--- config.mk ---
export PLATFORM = sky130hd
export DESIGN_NAME = crchs_hash
export DESIGN_NICKNAME = d
export VERILOG_FILES = /design/src/sv/crchs_pkg.sv /design/src/sv/crchs_hash.sv
export SDC_FILE = /design/constraint.sdc
export NUM_CORES = 1
export LEC_CHECK = 0
export ABC_AREA = 0
export BUFFER_PORTS_ARGS = -buffer_cell sky130_fd_sc_hd__buf_4
export CAP_MARGIN = 25
export CELL_PAD_IN_SITES_DETAIL_PLACEMENT = 0
export CELL_PAD_IN_SITES_GLOBAL_PLACEMENT = 1
export CORE_MARGIN = 2
export CORE_UTILIZATION = 45
export CTS_BUF_LIST = sky130_fd_sc_hd__clkbuf_2 sky130_fd_sc_hd__clkbuf_4 sky130_fd_sc_hd__clkbuf_8
export DETAILED_ROUTE_END_ITERATION = 10
export PLACE_DENSITY = 0.86
export SYNTH_ARGS = -nofsm -noshare
export SYNTH_HDL_FRONTEND = slang
export SYNTH_SLANG_ARGS = --single-unit
--- constraint.sdc ---
create_clock -name i_clk -period 2.6 [get_ports i_clk]
set_input_delay 0.13 -clock i_clk [delete_from_list [all_inputs] [get_ports i_clk]]
set_output_delay 0.13 -clock i_clk [all_outputs]
set_load 0.02 [all_outputs]
--- src/sv/crchs_pkg.sv ---
// crchs_pkg: shared types, codes and the crc byte step for the hashed key set
// used by crchs_hash and crc_hashed_open_address_key_set; no dependencies
`default_nettype none

package crchs_pkg;

    // field widths fixed by the interface
    localparam int KEY_W    = 32;
    localparam int MODE_W   = 2;
    localparam int STATUS_W = 2;
    localparam int CNT_W    = 11;
    localparam int MARK_W   = 2;

    localparam logic [CNT_W-1:0] FILL_LIMIT_RESET = 11'd512;

    // crc constants
    localparam logic [KEY_W-1:0] CRC_POLY = 32'h1EDC6F41;
    localparam logic [KEY_W-1:0] CRC_INIT = 32'hFFFFFFFF;

    // operation codes
    localparam logic [MODE_W-1:0] MODE_INSERT = 2'd0;
    localparam logic [MODE_W-1:0] MODE_SEARCH = 2'd1;
    localparam logic [MODE_W-1:0] MODE_DELETE = 2'd2;

    // result status codes
    localparam logic [STATUS_W-1:0] ST_DONE   = 2'd0;
    localparam logic [STATUS_W-1:0] ST_DUP    = 2'd1;
    localparam logic [STATUS_W-1:0] ST_ABSENT = 2'd2;
    localparam logic [STATUS_W-1:0] ST_FULL   = 2'd3;

    // slot marks
    localparam logic [MARK_W-1:0] MARK_EMPTY = 2'd0;
    localparam logic [MARK_W-1:0] MARK_USED  = 2'd1;
    localparam logic [MARK_W-1:0] MARK_GONE  = 2'd2;

    // hash unit states
    typedef enum logic [1:0] {
        H_IDLE,
        H_CRC,
        H_MOD
    } t_hash_state;

    // main sequencer states
    typedef enum logic [2:0] {
        S_CLEAR,
        S_IDLE,
        S_HASH,
        S_PROBE,
        S_FINISH
    } t_state;

    // one byte of the reflected crc update, eight bit steps
    function automatic logic [KEY_W-1:0] crc_byte(input logic [KEY_W-1:0] c_in,
                                                   input logic [7:0]       b);
        logic [KEY_W-1:0] c;
        c = c_in ^ {24'd0, b};
        for (int k = 0; k < 8; k++) begin
            c = c[0] ? ((c >> 1) ^ CRC_POLY) : (c >> 1);
        end
        return c;
    endfunction

endpackage

`default_nettype wire

--- src/sv/crchs_hash.sv ---
// crchs_hash: home slot unit, crc over the four key bytes then modulo table size
// depends on crchs_pkg; a size that is not a power of two uses a reciprocal multiply
`default_nettype none

module crchs_hash #(
    parameter int  TABLE_SIZE = 1024,
    localparam int IdxW       = $clog2(TABLE_SIZE)
) (
    input  wire logic                      i_clk,
    input  wire logic                      i_rst_n,
    input  wire logic                      i_start,
    input  wire logic [crchs_pkg::KEY_W-1:0] i_key,
    output logic                           o_done,
    output logic [IdxW-1:0]                o_home
);
    import crchs_pkg::*;

    localparam bit             IS_POW2 = (TABLE_SIZE & (TABLE_SIZE - 1)) == 0;
    localparam logic [IdxW:0]  SIZE_W  = (IdxW + 1)'(TABLE_SIZE);
    // floor(2^32 / size): the quotient estimate is exact or one short
    localparam logic [KEY_W-1:0] RECIP = KEY_W'((64'd1 << KEY_W) / TABLE_SIZE);

    t_hash_state        r_state, n_state;
    logic [1:0]         r_cnt;
    logic               r_done;
    logic [KEY_W-1:0]   r_key;
    logic [KEY_W-1:0]   r_crc;
    logic [2*KEY_W-1:0] r_prod;
    logic [IdxW:0]      r_diff;
    logic [IdxW-1:0]    r_home;

    logic               crc_step, mod_step, last_byte, last_mod;
    logic [KEY_W-1:0]   n_crc, crc_final;
    logic [2*KEY_W-1:0] n_prod;
    logic [IdxW:0]      n_diff;
    logic [IdxW-1:0]    n_home;

    // next state
    always_comb begin
        n_state = r_state;
        unique case (r_state)
            H_IDLE: if (i_start) n_state = H_CRC;
            H_CRC: begin
                if (last_byte) n_state = IS_POW2 ? H_IDLE : H_MOD;
            end
            H_MOD: if (last_mod) n_state = H_IDLE;
            default: n_state = H_IDLE;
        endcase
    end

    // step controls
    always_comb begin
        crc_step  = (r_state == H_CRC);
        mod_step  = (r_state == H_MOD);
        last_byte = (r_cnt == 2'd3);
        last_mod  = (r_cnt == 2'd2);
    end

    // datapath: one key byte per cycle, then product, remainder estimate and correction
    always_comb begin
        n_crc     = crc_byte(r_crc, r_key[{r_cnt, 3'b000} +: 8]);
        crc_final = ~n_crc;
        n_prod    = (2*KEY_W)'(r_crc) * (2*KEY_W)'(RECIP);
        n_diff    = r_crc[IdxW:0] - r_prod[KEY_W +: IdxW+1] * SIZE_W;
        n_home    = (r_diff >= SIZE_W) ? IdxW'(r_diff - SIZE_W) : IdxW'(r_diff);
    end

    // control registers
    always_ff @(posedge i_clk) begin
        if (!i_rst_n) begin
            r_state <= H_IDLE;
            r_cnt   <= '0;
            r_done  <= 1'b0;
        end else begin
            r_state <= n_state;
            r_done  <= 1'b0;
            if (r_state == H_IDLE) begin
                r_cnt <= '0;
            end else if (crc_step && last_byte) begin
                r_cnt  <= '0;
                r_done <= IS_POW2;
            end else begin
                r_cnt  <= r_cnt + 2'd1;
                r_done <= mod_step && last_mod;
            end
        end
    end

    // payload registers
    always_ff @(posedge i_clk) begin
        if (r_state == H_IDLE && i_start) begin
            r_key <= i_key;
            r_crc <= CRC_INIT;
        end else if (crc_step) begin
            if (last_byte) begin
                r_crc <= crc_final;
                if (IS_POW2) r_home <= crc_final[IdxW-1:0];
            end else begin
                r_crc <= n_crc;
            end
        end else if (mod_step) begin
            unique case (r_cnt)
                2'd0:    r_prod <= n_prod;
                2'd1:    r_diff <= n_diff;
                default: r_home <= n_home;
            endcase
        end
    end

    assign o_done = r_done;
    assign o_home = r_home;

endmodule

`default_nettype wire

==> results.txt <==
Tcrit/Tclk final -> 1.03
clk_skew -> 0.00779 ns
drt drc -> 0
hold depth -> 3
Power Total -> 8.59 mW
RSZ-0062 raised after global routing -> true
CTS tree -> done
Hold WC Path Type -> input pin to flip-flop
VDD IR-drop max -> 0.000783 V
Die X -> 96.3 µm
kind of end point of the critical path -> flip-flop
CP peak stage delay -> 0.57 ns
placed instance area -> 4570 µm²
status -> finished, violations left
data arrival time of the critical path -> 2.89 ns
CTS root buffer -> clkbuf_8
critical path startpoint category -> flip-flop
first-pass GRT wire length -> 13000 µm
failing checks -> negative setup slack
drt first pass iters -> 4
drt total wl -> 8230 µm
First DRT Iteration DRCs -> 74
initial antenna violation count -> 0
power density cells -> 1590 nW/µm²
Avg Cell Area, Syn -> 13.5 µm²
vias per inst -> 4.92
Tightest Pin Transition -> 0.618 ns
Crit path buffers/inverters -> 2
final worst slack -> -0.0670 ns
max_cap viols -> 0
number of synthesized register bits -> 76
final instance area -> 5410 µm²
Antenna diodes -> 0
total gr overflow -> 0
Post-Synthesis Cells -> 285
Sink Count -> 76
Num CTS Buffers -> 9
hold path endpoint -> r_crc[30]$_SDFFE_PP1P_
initial core utilization -> 0.464
CP required -> 2.82 ns
Synth top cells by count -> xnor2_1, edfxtp_1, dfxtp_1
synth unique cells -> 38
FMAX -> 375 MHz
top cells by area, synth -> edfxtp_1, dfxtp_1, xnor2_1, xor2_1, xnor2_4
reg2reg path depth -> 10
H-tree lvl count -> 3
register area share after synthesis -> 0.506
worst-case clock buffer depth -> 2
synth warn -> 0
total core area -> 8260 µm²
Layout area overhead -> 41.1%
Synth top area share -> 0.329
setup slack, reg-to-reg -> -0.07 ns
RR Startpoint -> r_cnt[0]$_SDFF_PP0_
layout cell share with drive strength beyond 1 -> 0.390
Mapped Area -> 3830 µm²
die height -> 96.3 µm
Top-Level Pins -> 46
critical path depth in cells -> 10
via count -> 2511
EDFF count, synth -> 42
Fin. Hold Viols -> 0
pin count of the biggest net entering global routing -> 64
Worst-path clk slew -> 0.08 ns
Max Slew Vio Count -> 0
vias in the first global route -> 2629
die area -> 9280 µm²
beginning of the worst hold path -> i_start
CP max stage cell -> mux4_2
Worst-Skew Late Latency -> 0.36 ns
ys flop type -> edfxtp_1
count leader, synth -> xnor2_1
Setup Viol. Count Final -> 5
crit path time final -> 2.67 ns
Total GRT Usage -> 0.194
Port Buffer Count -> 45
synthesized net count -> 322
cell taking the most area after synthesis -> edfxtp_1
DP HPWL -> 5040 µm
crit-path most repeated cell -> xnor2_4
worst-path maximum fanout -> 6
nets@finish -> 437
Rows -> 33
Pleak -> 2.07 nW
r2r endpoint -> r_crc[14]$_SDFFE_PP1P_
WL/cell -> 16.1 µm
CP Cell Sequence -> buf_12 -> mux4_2 -> xnor2_4 -> buf_6 -> xnor2_4 -> xor2_4 -> xor2_4 -> xnor2_4 -> xor2_1 -> a21oi_1
Post-DRT Antenna Nets -> 0
crit-path leading delay family -> XOR/XNOR gates
Final Wtd Congestion -> 0.784
critical path type -> flip-flop to flip-flop
Post-synth ARST share -> 0
headroom to the max-slew limit -> 0.588
[through the flow]
step | cells | hold slack, ns | utilization | setup WS, ns | setup TNS [ns]
after floorplan | 285 | 0.229 | - | -0.0586 | -0.141
after global placement | 450 | 0.309 | 0.553 | -0.0000961 | -0.0000961
after detailed placement | 450 | 0.309 | 0.553 | -0.0360 | -0.0585
after CTS | 503 | 0.251 | 0.625 | -0.0116 | -0.0158
after global routing | 510 | 0.268 | 0.655 | -0.154 | -1.16
final | 510 | 0.258 | 0.655 | -0.0670 | -0.167
[power breakdown]
| group | internal, mW | leakage, nW | switching, mW |
|---|---|---|---|
| sequential | 1.63 | 0.679 | 0.196 |
| combinational | 3.18 | 1.28 | 2.61 |
| clock | 0.469 | 0.109 | 0.505 |
[worst max path at each step]
stage                             start                      to  slack, ns
CTS                 r_cnt[0]$_SDFF_PP0_  r_crc[20]$_SDFFE_PP1P_      -0.01
global route        r_cnt[0]$_SDFF_PP0_  r_crc[14]$_SDFFE_PP1P_      -0.15
detailed placement  r_cnt[0]$_SDFF_PP0_   r_crc[9]$_SDFFE_PP1P_      -0.04
floorplan           r_cnt[0]$_SDFF_PP0_  r_crc[20]$_SDFFE_PP1P_      -0.06
global placement    r_cnt[0]$_SDFF_PP0_   r_crc[9]$_SDFFE_PP1P_    -0.0001
finish              r_cnt[0]$_SDFF_PP0_  r_crc[14]$_SDFFE_PP1P_      -0.07
[flip-flops by register name, summed over array words and instances (netlist names)]
name,count
r_key,32
r_crc,30
o_home,10
r_cnt,2
o_done,1
r_state,1
[tightest hold or removal path: stages]
cell and delay (ns):
buf_4 0.22, nor3_1 0.16, nor2_1 0.05
[layout by cell type, fill, tap and decap left out, drive strengths merged, types with 4 or more instances in the layout]
master	netlist	final
buf	6	86
xnor2	59	59
edfxtp	42	42
dfxtp	34	34
xor2	34	34
dlygate4sd3	0	33
nor3	31	31
a21oi	27	27
clkbuf	9	9
mux4	8	8
inv	3	8
nor2	5	5
and3	4	4
[cells by family (layout without fill, tap and decap cells)]
| family | count (synthesis) | in the layout | share of synthesized area |
|---|---|---|---|
| flops | 76 | 76 | 0.506 |
| fa+ha+maj | 2 | 2 | 0.00652 |
| simple gates | 50 | 50 | 0.0669 |
| xor+xnor | 94 | 94 | 0.293 |
| mux | 9 | 9 | 0.0509 |
| buf+inv | 18 | 138 | 0.0225 |
| compound gates | 36 | 36 | 0.0542 |
[metal layers]
layer,vias to the layer above,track usage,part of all wire
li1,1232,-,-
met1,1207,0.223,0.39
met2,60,0.355,0.56
met3,12,0.0423,0.036
met4,0,0.0657,0.014
met5,-,0,0
[layout make-up]
| class | instances | area (µm²) |
|---|---|---|
| fillers | 569 | 2850 |
| multi-input cells | 191 | 2060 |
| flip-flops and latches | 76 | 1950 |
| repair buffers | 119 | 1050 |
| well taps | 105 | 131 |
| clock buffers | 9 | 124 |
| clock inverters | 7 | 87.6 |
| inverters | 3 | 11.3 |
[what timing repair did]
action	CTS	global route
setup buffers	4	7
pin swaps	3	11
endpoints found under the setup margin	4	14
hold endpoints to repair	33	0
resized for setup	3	27
hold buffers	33	0
No activity file was read; power rests on OpenSTA's default activity.
